--- src/rtl/core/bfa_pkg.sv ---
// shared constants and types for the binary32 adder
package bfa_pkg;
  localparam int unsigned WordW  = 32;
  localparam int unsigned ExpW   = 8;
  localparam int unsigned FracW  = 23;
  localparam int unsigned MantW  = 27;  // hidden bit, fraction, guard, round, sticky
  localparam int unsigned ShiftW = 5;
  localparam int unsigned Stages = 4;

  localparam logic [WordW-1:0] InfBits    = 32'h7F80_0000;
  localparam logic [WordW-1:0] DefaultNan = 32'h7FC0_0000;
  localparam logic [WordW-1:0] QuietBit   = 32'h0040_0000;
  localparam logic [ExpW-1:0]  ExpMax     = 8'd255;

  // operands after unpacking and ordering
  typedef struct packed {
    logic             special;
    logic [WordW-1:0] special_word;
    logic             sign;
    logic             sub;
    logic             both_neg;
    logic [ExpW-1:0]  exp;
    logic [MantW-1:0] mant_a;
    logic [MantW-1:0] mant_b;
  } align_t;

  // sum before normalisation
  typedef struct packed {
    logic             special;
    logic [WordW-1:0] special_word;
    logic             sign;
    logic             both_neg;
    logic [ExpW:0]    exp;
    logic [MantW:0]   mant;
  } sum_t;

  // normalised value ready to round
  typedef struct packed {
    logic             special;
    logic [WordW-1:0] special_word;
    logic             sign;
    logic [ExpW:0]    exp;
    logic [MantW-1:0] mant;
  } norm_t;
endpackage

--- src/rtl/core/bfa_unpack.sv ---
// stage one: special cases, magnitude ordering and alignment
module bfa_unpack (
  input  logic [bfa_pkg::WordW-1:0] operand_a_i,
  input  logic [bfa_pkg::WordW-1:0] operand_b_i,
  output bfa_pkg::align_t           align_o
);
  logic [bfa_pkg::WordW-1:0] a, b, big, lit;
  logic a_nan, b_nan, a_inf, b_inf;
  logic [bfa_pkg::ExpW-1:0] eb, el, d;
  logic [bfa_pkg::MantW-1:0] mb, ml, shifted, lost_mask;

  always_comb begin
    a = operand_a_i;
    b = operand_b_i;
    a_nan = a[30:0] > bfa_pkg::InfBits[30:0];
    b_nan = b[30:0] > bfa_pkg::InfBits[30:0];
    a_inf = a[30:0] == bfa_pkg::InfBits[30:0];
    b_inf = b[30:0] == bfa_pkg::InfBits[30:0];
    align_o.special = a_nan | b_nan | a_inf | b_inf;
    if (a_nan) begin
      align_o.special_word = a | bfa_pkg::QuietBit;
    end else if (b_nan) begin
      align_o.special_word = b | bfa_pkg::QuietBit;
    end else if (a_inf && b_inf && (a[31] != b[31])) begin
      align_o.special_word = bfa_pkg::DefaultNan;
    end else if (a_inf) begin
      align_o.special_word = a;
    end else begin
      align_o.special_word = b;
    end
    if (a[30:0] < b[30:0]) begin
      big = b;
      lit = a;
    end else begin
      big = a;
      lit = b;
    end
    eb = (big[30:23] == '0) ? 8'd1 : big[30:23];
    el = (lit[30:23] == '0) ? 8'd1 : lit[30:23];
    mb = {(big[30:23] != '0), big[22:0], 3'b000};
    ml = {(lit[30:23] != '0), lit[22:0], 3'b000};
    d = eb - el;
    lost_mask = '0;
    if (d >= 8'd27) begin
      shifted = {26'd0, (ml != '0)};
    end else begin
      lost_mask = ~({bfa_pkg::MantW{1'b1}} << d[bfa_pkg::ShiftW-1:0]);
      shifted = (ml >> d[bfa_pkg::ShiftW-1:0]);
      shifted[0] = shifted[0] | ((ml & lost_mask) != '0);
    end
    align_o.sign = big[31];
    align_o.sub = big[31] ^ lit[31];
    align_o.both_neg = big[31] & lit[31];
    align_o.exp = eb;
    align_o.mant_a = mb;
    align_o.mant_b = shifted;
  end
endmodule

--- src/rtl/core/bfa_norm.sv ---
// stage three: leading zero count and normalising shift
module bfa_norm (
  input  bfa_pkg::sum_t  sum_i,
  output bfa_pkg::norm_t norm_o
);
  logic [bfa_pkg::ShiftW-1:0] lz, sh;
  logic found;
  logic [bfa_pkg::MantW-1:0] m;

  always_comb begin
    lz = '0;
    sh = '0;
    found = 1'b0;
    m = sum_i.mant[bfa_pkg::MantW-1:0];
    for (int i = bfa_pkg::MantW - 1; i >= 0; i--) begin
      if (!found && m[i]) begin
        found = 1'b1;
        lz = bfa_pkg::ShiftW'(bfa_pkg::MantW - 1 - i);
      end
    end
    if (!found) lz = bfa_pkg::ShiftW'(bfa_pkg::MantW - 1);
    norm_o.special = sum_i.special;
    norm_o.special_word = sum_i.special_word;
    // zero sign: only two negative operands keep it
    norm_o.sign = (sum_i.mant == '0) ? sum_i.both_neg : sum_i.sign;
    if (sum_i.mant[bfa_pkg::MantW]) begin
      norm_o.mant = sum_i.mant[bfa_pkg::MantW:1] | {26'd0, sum_i.mant[0]};
      norm_o.exp = sum_i.exp + 9'd1;
    end else begin
      // shift stops at exponent one so subnormals come out exact
      if ({4'd0, lz} < sum_i.exp) sh = lz;
      else sh = bfa_pkg::ShiftW'(sum_i.exp - 9'd1);
      norm_o.mant = m << sh;
      norm_o.exp = sum_i.exp - {4'd0, sh};
    end
  end
endmodule

--- src/rtl/core/binary32_float_adder.sv ---
// binary32 adder top level, rounds to nearest even
// Adds two IEEE 754 binary32 words with round to nearest even, NaN quieting,
// infinity minus infinity as the default NaN and exact cancellation as +0.
// Four register stages (unpack and align, add, normalise, round and pack);
// one item enters every cycle while the output is taken, and its sum then moves
// through the align, sum, normalise and result registers to the output. Back-pressure stalls the
// whole pipe in place.
module binary32_float_adder (
  input  logic                      clk_i,
  input  logic                      rst_ni,
  input  logic                      in_valid_i,
  output logic                      in_ready_o,
  input  logic [bfa_pkg::WordW-1:0] operand_a_i,
  input  logic [bfa_pkg::WordW-1:0] operand_b_i,
  output logic                      out_valid_o,
  input  logic                      out_ready_i,
  output logic [bfa_pkg::WordW-1:0] sum_word_o
);
  logic [bfa_pkg::Stages-1:0] vld_q;
  logic adv;
  bfa_pkg::align_t al_d, al_q;
  bfa_pkg::sum_t   sm_d, sm_q;
  bfa_pkg::norm_t  nm_d, nm_q;
  logic [bfa_pkg::WordW-1:0] res_d, res_q;
  logic [bfa_pkg::FracW+1:0] rm;
  logic [bfa_pkg::ExpW:0] re;
  logic [2:0] g;

  assign adv = out_ready_i | ~vld_q[bfa_pkg::Stages-1];
  assign in_ready_o = adv;
  assign out_valid_o = vld_q[bfa_pkg::Stages-1];
  assign sum_word_o = res_q;

  bfa_unpack u_unpack (.operand_a_i(operand_a_i), .operand_b_i(operand_b_i), .align_o(al_d));

  always_comb begin
    sm_d.special = al_q.special;
    sm_d.special_word = al_q.special_word;
    sm_d.sign = al_q.sign;
    sm_d.both_neg = al_q.both_neg;
    sm_d.exp = {1'b0, al_q.exp};
    sm_d.mant = al_q.sub ? ({1'b0, al_q.mant_a} - {1'b0, al_q.mant_b})
                         : ({1'b0, al_q.mant_a} + {1'b0, al_q.mant_b});
  end

  bfa_norm u_norm (.sum_i(sm_q), .norm_o(nm_d));

  always_comb begin
    g = nm_q.mant[2:0];
    rm = {1'b0, nm_q.mant[bfa_pkg::MantW-1:3]};
    re = nm_q.exp;
    if (g > 3'd4 || (g == 3'd4 && rm[0])) rm = rm + 25'd1;
    if (rm[24]) begin
      rm = rm >> 1;
      re = re + 9'd1;
    end
    if (nm_q.special) begin
      res_d = nm_q.special_word;
    end else if (nm_q.mant == '0) begin
      res_d = {nm_q.sign, 31'd0};
    end else if (re >= {1'b0, bfa_pkg::ExpMax}) begin
      res_d = {nm_q.sign, bfa_pkg::InfBits[30:0]};
    end else if (!rm[23]) begin
      res_d = {nm_q.sign, 8'd0, rm[22:0]};
    end else begin
      res_d = {nm_q.sign, re[7:0], rm[22:0]};
    end
  end

  always_ff @(posedge clk_i) begin
    if (adv) begin
      al_q <= al_d;
      sm_q <= sm_d;
      nm_q <= nm_d;
      res_q <= res_d;
    end
  end

  always_ff @(posedge clk_i or negedge rst_ni) begin
    if (!rst_ni) begin
      vld_q <= '0;
    end else if (adv) begin
      vld_q <= {vld_q[bfa_pkg::Stages-2:0], in_valid_i};
    end
  end
endmodule

--- config.mk ---
export PLATFORM = sky130hd
export DESIGN_NAME = binary32_float_adder
export DESIGN_NICKNAME = d
export VERILOG_FILES = /design/src/rtl/core/bfa_pkg.sv /design/src/rtl/core/bfa_unpack.sv /design/src/rtl/core/bfa_norm.sv /design/src/rtl/core/binary32_float_adder.sv
export SDC_FILE = /design/constraint.sdc
export NUM_CORES = 1
export LEC_CHECK = 0
export BUFFER_PORTS_ARGS = -buffer_cell sky130_fd_sc_hd__clkbuf_2
export CAP_MARGIN = 5
export CORE_MARGIN = 4
export CORE_UTILIZATION = 43
export CTS_BUF_LIST = sky130_fd_sc_hd__clkbuf_16
export DETAILED_ROUTE_END_ITERATION = 16
export MAX_ROUTING_LAYER = met4
export PLACE_DENSITY_LB_ADDON = 0.1
export SYNTH_ARGS = -nofsm -noshare
export SYNTH_HDL_FRONTEND = slang
export SYNTH_HIERARCHICAL = 1
export SYNTH_SLANG_ARGS = --single-unit
--- constraint.sdc ---
create_clock -name clk_i -period 11.5 [get_ports clk_i]
set_input_delay 1.725 -clock clk_i [delete_from_list [all_inputs] [get_ports clk_i]]
set_output_delay 1.725 -clock clk_i [all_outputs]
set_load 0.05 [all_outputs]
After elaboration in Yosys (flattened, before gate mapping)
Index checks and enable logic that the tools add are counted.
W data, S select, Z words.
{ "word_totals": {"latch_bits": 0, "inputBits": 68, "regBits": 272, "output_inout_bits": 34, "memories": 0, "rom_bits": 0, "ramBits": 0} }
{ "op_classes": {"order_cmp": 7, "n_mul": 0, "addsub": 8, "div": 0, "n_shift": 3, "bitwise": 11, "n_reduce_logical": 65, "n_eq_ne": 4, "n_mux": 75} }
{ "ops": {"columns": ["cell", "count"], "rows": [
  ["$mux W32", 7],
  ["$mux W31", 3],
  ["$mux W5", 14],
  ["$eq A31 B31 Y1 const B", 2],
  ["$gt A31 B31 Y1 const B", 2],
  ["$mux W36", 1],
  ["$mux W4", 8],
  ["$lt A31 B31 Y1", 1],
  ["$mux W1", 30],
  ["$logic_and A1 B1 Y1", 29],
  ["$add A27 B27 Y28", 1],
  ["$logic_not A28 Y1", 1],
  ["$mux W28", 1],
  ["$sub A27 B27 Y28", 1],
  ["$and A27 B27 Y27", 1],
  ["$logic_not A27 Y1", 1],
  ["$not A27 Y27", 1],
  ["$or A27 B1 Y27", 1],
  ["$reduce_bool A27 Y1", 1],
  ["$shl A27 B5 Y27", 1],
  ["$shl A27 B5 Y27 const A", 1],
  ["$shr A27 B5 Y27", 1],
  ["$logic_not A1 Y1", 26],
  ["$add A24 B1 Y25 const B", 1],
  ["other kinds (26)", 37]
]} }

Depth between registers and ports, before layout
Gate-level depths: netlist (run 1).
{ "depth": {"depth_word": 85, "mapped_depth": 29, "depth_no_buf": 27} }

Cells and area by module
Netlist (run 1), hierarchy kept.
{ "by_module_without_submodules": {"columns": ["mod", "seq_area_each_um2", "area_per_inst_um2", "cells_each", "instances"], "rows": [
  ["binary32_float_adder", 8237.9, 11772.5, 837, 1],
  ["bfa_unpack", 0.0, 4556.9, 642, 1],
  ["bfa_norm", 0.0, 2728.9, 388, 1]
]} }

Least setup slack after synthesis (run 1)
OpenSTA, ideal clock, no wires.
{ "synth_timing": {"path_type": "input to output", "from": "in out_ready_i", "to": "out in_ready_o", "path_buffers": 0, "arrival_ns": 8.643, "required_time_ns": 9.775, "stages": 1, "setup_slack_ns": 1.132, "path_cell_list": "nand2b_1"} }
{ "synth_between": {"elab_chain_cells": 1} }
{ "synth_rtl": {"columns": ["element", "line", "source"], "rows": [
  ["start, declared", "binary32_float_adder.sv:16", "input logic out_ready_i,"],
  ["$or A1 B1 Y1", "binary32_float_adder.sv:29", "assign adv = out_ready_i | ~vld_q[bfa_pkg::Stages-1];"],
  ["end, declared", "binary32_float_adder.sv:12", "output logic in_ready_o,"]
]} }
Every way passes these cells.

==> summary.md, run 1 <==
| Metric | Value |
|---|---|
| CTS clock-pin slew for the worst setup and hold paths | `~60 ps` |
| Switching Share | `45.2%` |
| Startpoint class of the critical path | `primary input` |
| Yosys warning total | `6` |
| Nets | `a little over 2000` |
| Post-Synthesis Cell Area | `roughly 19000 sq um` |
| R2R cell count | `26` |
| Worst clock skew | `~21 ps` |
| Post-detailed-route DRC marker count | `0` |
| Largest net degree at the start of global routing | `76` |
| Effective utilization at floorplan | `a little over two fifths` |
| Synth Register Bits | `between 200 and 300` |
| Worst hold slack across all endpoints | `415 ps` |
| Fin crit period | `roughly 8000 ps` |
| Crit path kind | `in -> reg` |
| Part of the power in registers | `33.1%` |
| Pins over their slew limit | `0` |
| Peak supply drop | `approximately 0.14 mV` |
| Die Span X | `roughly 220 microns` |
| Clock tree root buffer cell | `sky130_fd_sc_hd__clkbuf_16` |
| DR vias/cell | `around 6` |
| First-pass detailed-route iteration total | `6` |
| Final cycle utilization of the critical path | `70.8%` |
| Vias in the first global route | `~15000` |
| DP Area | `19900 sq um` |
| Core area | `between 40000 and 50000 sq um` |
| Most common library cell in the layout ignoring fill and taps | `sky130_fd_sc_hd__edfxtp_1` |
| GP Congestion | `0.979` |
| Number of CTS-inserted buffers | `31` |
| Dominant synthesized flop cell | `sky130_fd_sc_hd__edfxtp_1` |
| Arrival @ worst endpoint | `8420 ps` |
| Final HPWL from detailed placement | `44.7 mm` |
| Post-CTS setup-driven buffer insertion count | `0` |
| Total of buffers placed on input and output ports | `about 100` |
| Synth Instances | `about 1900` |
| Area delta synth->final | `9.39%` |
| Number of placed I/O pins | `around 100` |
| Worst hold-check path type | `reg -> reg` |
| Max clock buf depth | `3` |
| Number of max-cap violations | `0` |
| Power per unit of standard cell area | `approximately 290 nW/um^2` |
| Setup repair after global routing missed its margin | `false` |
| Sequential fraction of the synthesis area | `43.2%` |
| Die Ht | `219 microns` |
| Final setup vio count | `0` |
| Deepest level of the CTS H-tree | `1` |
| Highest-count cells in the layout ignoring fill and taps | `271 x sky130_fd_sc_hd__edfxtp_1, 201 x sky130_fd_sc_hd__nand2_1, 168 x sky130_fd_sc_hd__nor2_1` |
| Remaining Overflow, GRT | `0` |
| Layout filler cell count | `4049` |
| Final hold viol count | `0` |
| Final std cell area, no fill | `approximately 21000 sq um` |
| Measured slew at the worst slew-check pin | `approximately 1100 ps` |
| Count of vias placed by the detailed router | `about 15000` |
| Share of flip-flops with an asynchronous set or reset after synthesis | `1.45%` |
| Critical path fanouts, max | `64` |
| Critical Path Sink Type | `flop` |
| Post-synth EDFFs | `between 200 and 300` |
| Synthesized area per cell | `10.2 sq um` |
| Num rows | `between 70 and 80` |
| Required time worst endpoint | `between 10000 and 15000 ps` |
| Number of cells traversed by the worst hold path | `0` |
| Clock tree from TritonCTS | `built` |
| Distinct cell type count after synthesis | `~110` |
| Worst slew margin | `between 20% and 30%` |
| Ant. Diodes | `0` |
| Total Routed Length | `58.7 mm` |
| Sum of internal, switching and leakage power | `6.02 mW` |
| Cell internal pwr | `approximately 3.3 mW` |
| Violation count after the first detailed-route iteration | `about 1400` |
| Count of hold-fix buffers inserted at cts | `0` |
| Logic pwr share | `between 50 and 60%` |
| Post-layout utilization of the core | `48.0%` |
| Aggregate global-route resource usage | `between 20% and 30%` |
| Skew-Pair Late Insertion Delay | `580 ps` |
| Total leakage power | `between 8 and 9 nW` |
| Status | `finished, final reports clean` |
| Clock Sinks | `roughly 280` |
| Mean routed wirelength per cell | `approximately 23 microns` |
| Antenna violations before repair | `0` |
| First-pass GRT wire length | `~90 mm` |
| DIE AREA | `between 40000 and 50000 sq um` |
| Switching power of the nets | `~2.7 mW` |
| Clock power frac | `15.6%` |
| CTS resizes | `0` |
| Antenna viol nets, final | `0` |
| Post-Route Setup TNS | `0 ps` |
| Maximum frequency from static timing analysis | `0.123 GHz` |
| Layout cell share with drive strength beyond 1 | `about 14%` |
cell usage after synthesis (16+ instances only):
| master | count | area, sq um |
|---|---|---|
| sky130_fd_sc_hd__xnor2_1 | 64 | 561 |
| sky130_fd_sc_hd__a22o_1 | 32 | 280 |
| sky130_fd_sc_hd__nand3_1 | 37 | 185 |
| sky130_fd_sc_hd__mux4_2 | 27 | 608 |
| sky130_fd_sc_hd__nor3_1 | 41 | 205 |
| sky130_fd_sc_hd__nand4_1 | 33 | 206 |
| sky130_fd_sc_hd__o21ai_1 | 40 | 200 |
| sky130_fd_sc_hd__a21o_1 | 17 | 128 |
| sky130_fd_sc_hd__edfxtp_1 | 271 | 8140 |
| sky130_fd_sc_hd__mux2i_1 | 97 | 971 |
| sky130_fd_sc_hd__ha_1 | 83 | 1040 |
| sky130_fd_sc_hd__xor2_1 | 24 | 210 |
| sky130_fd_sc_hd__nor4_1 | 27 | 169 |
| sky130_fd_sc_hd__o21ai_0 | 72 | 360 |
| sky130_fd_sc_hd__clkbuf_1 | 53 | 199 |
| sky130_fd_sc_hd__a211oi_1 | 16 | 120 |
| sky130_fd_sc_hd__nand2_1 | 201 | 754 |
| sky130_fd_sc_hd__buf_4 | 39 | 293 |
| sky130_fd_sc_hd__inv_1 | 87 | 327 |
| sky130_fd_sc_hd__mux2_2 | 29 | 327 |
| sky130_fd_sc_hd__a21oi_1 | 120 | 601 |
| sky130_fd_sc_hd__nor2_1 | 168 | 631 |
per-layer routing:
metal	global-route usage [%]	share of wire [%]
met1	32.9	43
met5	-	0
met2	40.3	47
met3	2.56	5.7
met4	8.59	4.1
worst paths after layout:
check / from / end / slack [ps]
setup reg to reg: sm_q[23] / nm_q[35] / 4520
max in group asynchronous: rst_ni / vld_q[3] / 10430
hold / removal: al_q[67] / sm_q[41] / 410
min in group asynchronous: rst_ni / vld_q[0] / 950
setup / recovery: operand_b_i[14] / al_q[0] / 3360
hold reg to reg: al_q[67] / sm_q[41] / 410
cell families (layout without fill, tap and decap cells):
| group | Yosys count | count (layout) | synth area share (%) |
|---|---|---|---|
| AND/OR/NAND/NOR | 592 | 592 | 14.9 |
| AO/OA/AOI/OAI | 451 | 451 | 15.9 |
| flip-flops | 275 | 275 | 43.2 |
| buffers and inverters | 210 | 270 | 5.30 |
| multiplexers | 162 | 162 | 10.8 |
| XOR/XNOR | 88 | 88 | 4.04 |
| adder cells (fa/ha/maj) | 87 | 87 | 5.82 |
| other | 2 | 5 | 0.0394 |
power by group through the flow:
stage,logic (mW),registers (mW),clock network (mW)
after detailed placement,3.04,2.01,0
after CTS,3.06,1.99,0.964
after floorplan,2.10,2.14,0
after global placement,3.04,2.00,0
final,3.09,1.99,0.940
after global routing,3.34,2.03,1.01
per-stage QoR:
step / setup slack, ps / instances
detailed placement: 2960 / 2459
finish: 3360 / 2515
global placement: 3020 / 2459
CTS: 3560 / 2515
floorplan: 1130 / 1870
global route: 3060 / 2515
layout make-up:
type	count	area, sq um	area share, %
tap	585	732	3.51
timing repair buffer	124	678	3.25
sequential	275	8240	39.5
clock buffer	31	776	3.72
multi-input combinational	1385	9880	47.4
clock inverter	25	206	0.990
inverter	90	338	1.62
worst max-delay path, stage by stage:
cell	delay, ps
sky130_fd_sc_hd__clkbuf_2	190
sky130_fd_sc_hd__inv_1	100
sky130_fd_sc_hd__ha_1	320
sky130_fd_sc_hd__nand4_1	180
sky130_fd_sc_hd__o41ai_2	720
sky130_fd_sc_hd__a21o_2	370
sky130_fd_sc_hd__buf_4	590
sky130_fd_sc_hd__mux2_2	490
sky130_fd_sc_hd__o211ai_1	120
sky130_fd_sc_hd__ha_1	190
sky130_fd_sc_hd__inv_1	50
sky130_fd_sc_hd__fa_1	470
sky130_fd_sc_hd__nand3_1	140
sky130_fd_sc_hd__nand2_1	90
sky130_fd_sc_hd__xnor2_1	870
sky130_fd_sc_hd__a21oi_1	90
sky130_fd_sc_hd__a21oi_1	380
sky130_fd_sc_hd__nand3_1	430
sky130_fd_sc_hd__a31oi_1	350
sky130_fd_sc_hd__nand4b_1	130
sky130_fd_sc_hd__o31ai_1	260
sky130_fd_sc_hd__o211ai_1	120
state kept, by name, summed over array words and instances, names as in the netlist:
name        count
g               3
sm_q           71
sum_word_o     32
al_q           98
nm_q           67
vld_q           4
No activity file was read; power rests on OpenSTA's default activity.
==> run 2: changes to the inputs <==
==> constraint.sdc (replaced) <==
create_clock -name clk_i -period 7.5 [get_ports clk_i]
set_input_delay 1.125 -clock clk_i [delete_from_list [all_inputs] [get_ports clk_i]]
set_output_delay 1.125 -clock clk_i [all_outputs]
set_load 0.05 [all_outputs]
==> summary.md, run 2 (same netlist as run 1, synthesis figures left out) <==
| Metric | Value |
|---|---|
| Status | `finished, final reports clean` |
| Layout filler cell count | `4162 (+2.8%)` |
| Final setup vio count | `0 (unchanged)` |
| Antenna viol nets, final | `0 (unchanged)` |
| Power per unit of standard cell area | `446 nW/um^2 (+54%)` |
| Worst hold-check path type | `in -> async` |
| DR vias/cell | `5.95 (-1.3%)` |
| First-pass detailed-route iteration total | `5 (-1)` |
| Total leakage power | `8.08 nW (+0.69%)` |
| Clock tree from TritonCTS | `built` |
| Clock Sinks | `275 (unchanged)` |
| Ant. Diodes | `0 (unchanged)` |
| Nets | `2074 (+0.63%)` |
| Remaining Overflow, GRT | `0 (unchanged)` |
| Post-route worst setup slack | `855 ps (-2510 ps)` |
| Fin crit period | `approximately 6600 ps` |
| Critical Path Max Stage Delay | `540 ps (-330 ps)` |
| Largest net degree at the start of global routing | `171 (+130%)` |
| Final cycle utilization of the critical path | `88.6%` |
| Critical Path Sink Type | `flop` |
| Post-detailed-route DRC marker count | `0 (unchanged)` |
| First-pass GRT wire length | `91.7 mm (+2.8%)` |
| Max clock buf depth | `3 (unchanged)` |
| DP Cell Count | `2473 (+0.57%)` |
| CTS clock-pin slew for the worst setup and hold paths | `60 ps (about the same)` |
| Total Routed Length | `61.4 mm (+4.6%)` |
| Mean routed wirelength per cell | `24.3 microns (+4.1%)` |
| Number of standard cells in the final layout excluding fillers | `2527 (+0.48%)` |
| Post-Route Setup TNS | `0 ps (unchanged)` |
| GP Congestion | `0.989 (+0.97%)` |
| Post-CTS setup-driven buffer insertion count | `0 (unchanged)` |
| DIE AREA | `47800 sq um (unchanged)` |
| Most common library cell in the layout ignoring fill and taps | `sky130_fd_sc_hd__edfxtp_1` |
| Worst path slowest cell | `sky130_fd_sc_hd__o41ai_2` |
| Peak supply drop | `0.239 mV (+71%)` |
| Total of buffers placed on input and output ports | `101 (unchanged)` |
| Critical register-to-register path startpoint | `sm_q[23]` |
| Startpoint class of the critical path | `primary input` |
| Crit Reg-Reg Endpoint | `nm_q[35]` |
| Worst slack at placement | `364 ps (-2600 ps)` |
| Vias in the first global route | `14600 (-1.0%)` |
| Num rows | `76 (unchanged)` |
| Core area | `43500 sq um (unchanged)` |
| Highest-count cells in the layout ignoring fill and taps | `271 x sky130_fd_sc_hd__edfxtp_1, 201 x sky130_fd_sc_hd__nand2_1, 168 x sky130_fd_sc_hd__nor2_1` |
| CP bufs+invs | `6 (+2)` |
| Maximum frequency from static timing analysis | `roughly 0.15 GHz` |
| Switching Share | `45.4% (+0.18 points)` |
| Die Span X | `219 microns (unchanged)` |
| Post-layout utilization of the core | `48.2% (+0.24 points)` |
| Measured slew at the worst slew-check pin | `1090 ps (-15.1 ps)` |
| Setup repair after global routing missed its margin | `false` |
| Logic pwr share | `51.7% (+0.4 points)` |
| Number of placed I/O pins | `102 (unchanged)` |
| Clock power frac | `15.3% (-0.3 points)` |
| Worst slew margin | `27.6% (+1.5 points)` |
| Required time worst endpoint | `7790 ps (-3990 ps)` |
| R2R cell count | `25 (-3.8%)` |
| Clock tree root buffer cell | `sky130_fd_sc_hd__clkbuf_16` |
| Count of vias placed by the detailed router | `15000 (-0.85%)` |
| Effective utilization at floorplan | `43.9% (unchanged)` |
| Skew-Pair Late Insertion Delay | `590 ps (about the same)` |
| CTS resizes | `0 (unchanged)` |
| Deepest level of the CTS H-tree | `1 (unchanged)` |
| Final HPWL from detailed placement | `47.3 mm (+5.7%)` |
| Final hold viol count | `0 (unchanged)` |
| Count of hold-fix buffers inserted at cts | `0 (unchanged)` |
| Switching power of the nets | `4.24 mW (+56%)` |
| Crit path kind | `in -> reg` |
| Aggregate global-route resource usage | `25.9% (+1.0 points)` |
| Number of CTS-inserted buffers | `30 (-3.2%)` |
| Layout cell share with drive strength beyond 1 | `14.7% (+0.43 points)` |
| Register ranked first by flip-flop count | `al_q` |
| Cell internal pwr | `5.09 mW (+54%)` |
| Number of max-cap violations | `0 (unchanged)` |
| Worst clock skew | `39.1 ps (+17.9 ps)` |
| Largest registers | `al_q (98), sm_q (71), nm_q (67)` |
| Die Ht | `219 microns (unchanged)` |
| Cell family with the largest share of critical-path delay | `compound AO/OA/AOI/OAI gates` |
| Violation count after the first detailed-route iteration | `1300 (-4.5%)` |
| Largest register FFs | `98 (unchanged)` |
| Arrival @ worst endpoint | `6940 ps (-1480 ps)` |
| Critical path fanouts, max | `12 (-81%)` |
| Critical path's most frequent cell | `sky130_fd_sc_hd__inv_1` |
| FF-to-FF setup slack | `940 ps (-3580 ps)` |
| Antenna violations before repair | `0 (unchanged)` |
| Part of the power in registers | `32.9% (-0.2 points)` |
| Area delta synth->final | `9.93%` |
| Pins over their slew limit | `0 (unchanged)` |
==> run 2: routing by layer <==
layer	track usage [%]	vias up	wire, microns
li1	-	7108	-
met1	34.7	7293	27100
met2	41.8	530	29100
met3	2.50	104	3090
met4	8.43	0	2150
met5	-	-	0
==> run 2: power by group through the flow <==
stage	sequential [mW]	combinational (mW)	clock, mW
floorplan	3.23	3.22	0
global placement	3.10	4.76	0
detailed placement	3.10	4.76	0
CTS	3.07	4.78	1.47
global route	3.13	5.21	1.55
finish	3.08	4.83	1.43
==> run 2: cell type report <==
cell class	instances	area (sq um)	area share, %
Clock buffer	30	751	3.58
Clock inverter	24	216	1.03
Inverter	90	338	1.61
Multi-Input combinational cell	1385	9880	47.2
Sequential cell	275	8240	39.3
Tap cell	585	732	3.49
Timing Repair Buffer	138	796	3.80
==> run 2: worst max-delay path by stage <==
stage                    startpoint        to  slack [ps]  depth (start not counted)
floorplan           operand_b_i[29]   al_q[6]        1290                         23
global placement     operand_b_i[5]   al_q[2]         310                         22
detailed placement   operand_b_i[5]   al_q[1]         360                         22
CTS                  operand_b_i[5]   al_q[1]         940                         22
global route               sm_q[18]  nm_q[35]         500                         25
finish               operand_b_i[5]   al_q[0]         860                         26
==> run 2: metrics by stage <==
stage               instance area (sq um)  total power [mW]  hold slack (ps)
floorplan                           19100              6.44              400
global placement                    20000              7.86              402
detailed placement                  20000              7.86              405
CTS                                 21000              9.32              301
global route                        21000              9.89              309
finish                              21000              9.33              328
==> run 2: worst reg2reg max path, stage by stage, from the launching register on <==
cell and delay [ps]:
sky130_fd_sc_hd__edfxtp_1 540, sky130_fd_sc_hd__or4_4 600, sky130_fd_sc_hd__nand4bb_1 360, sky130_fd_sc_hd__inv_1 200, sky130_fd_sc_hd__nand2_1 90, sky130_fd_sc_hd__nor3_1 220
sky130_fd_sc_hd__nor3_1 150, sky130_fd_sc_hd__ha_1 320, sky130_fd_sc_hd__a21oi_1 70, sky130_fd_sc_hd__o21ai_0 360, sky130_fd_sc_hd__o21a_1 290, sky130_fd_sc_hd__inv_1 110
sky130_fd_sc_hd__o31ai_4 400, sky130_fd_sc_hd__mux2i_1 380, sky130_fd_sc_hd__clkinv_1 420, sky130_fd_sc_hd__xnor2_1 270, sky130_fd_sc_hd__nor2_1 240, sky130_fd_sc_hd__ha_1 310
sky130_fd_sc_hd__inv_1 80, sky130_fd_sc_hd__nor2_1 50, sky130_fd_sc_hd__nor2_1 160, sky130_fd_sc_hd__o21bai_1 110, sky130_fd_sc_hd__a21oi_1 240, sky130_fd_sc_hd__o21bai_1 90
sky130_fd_sc_hd__a21oi_1 190, sky130_fd_sc_hd__xnor2_1 90
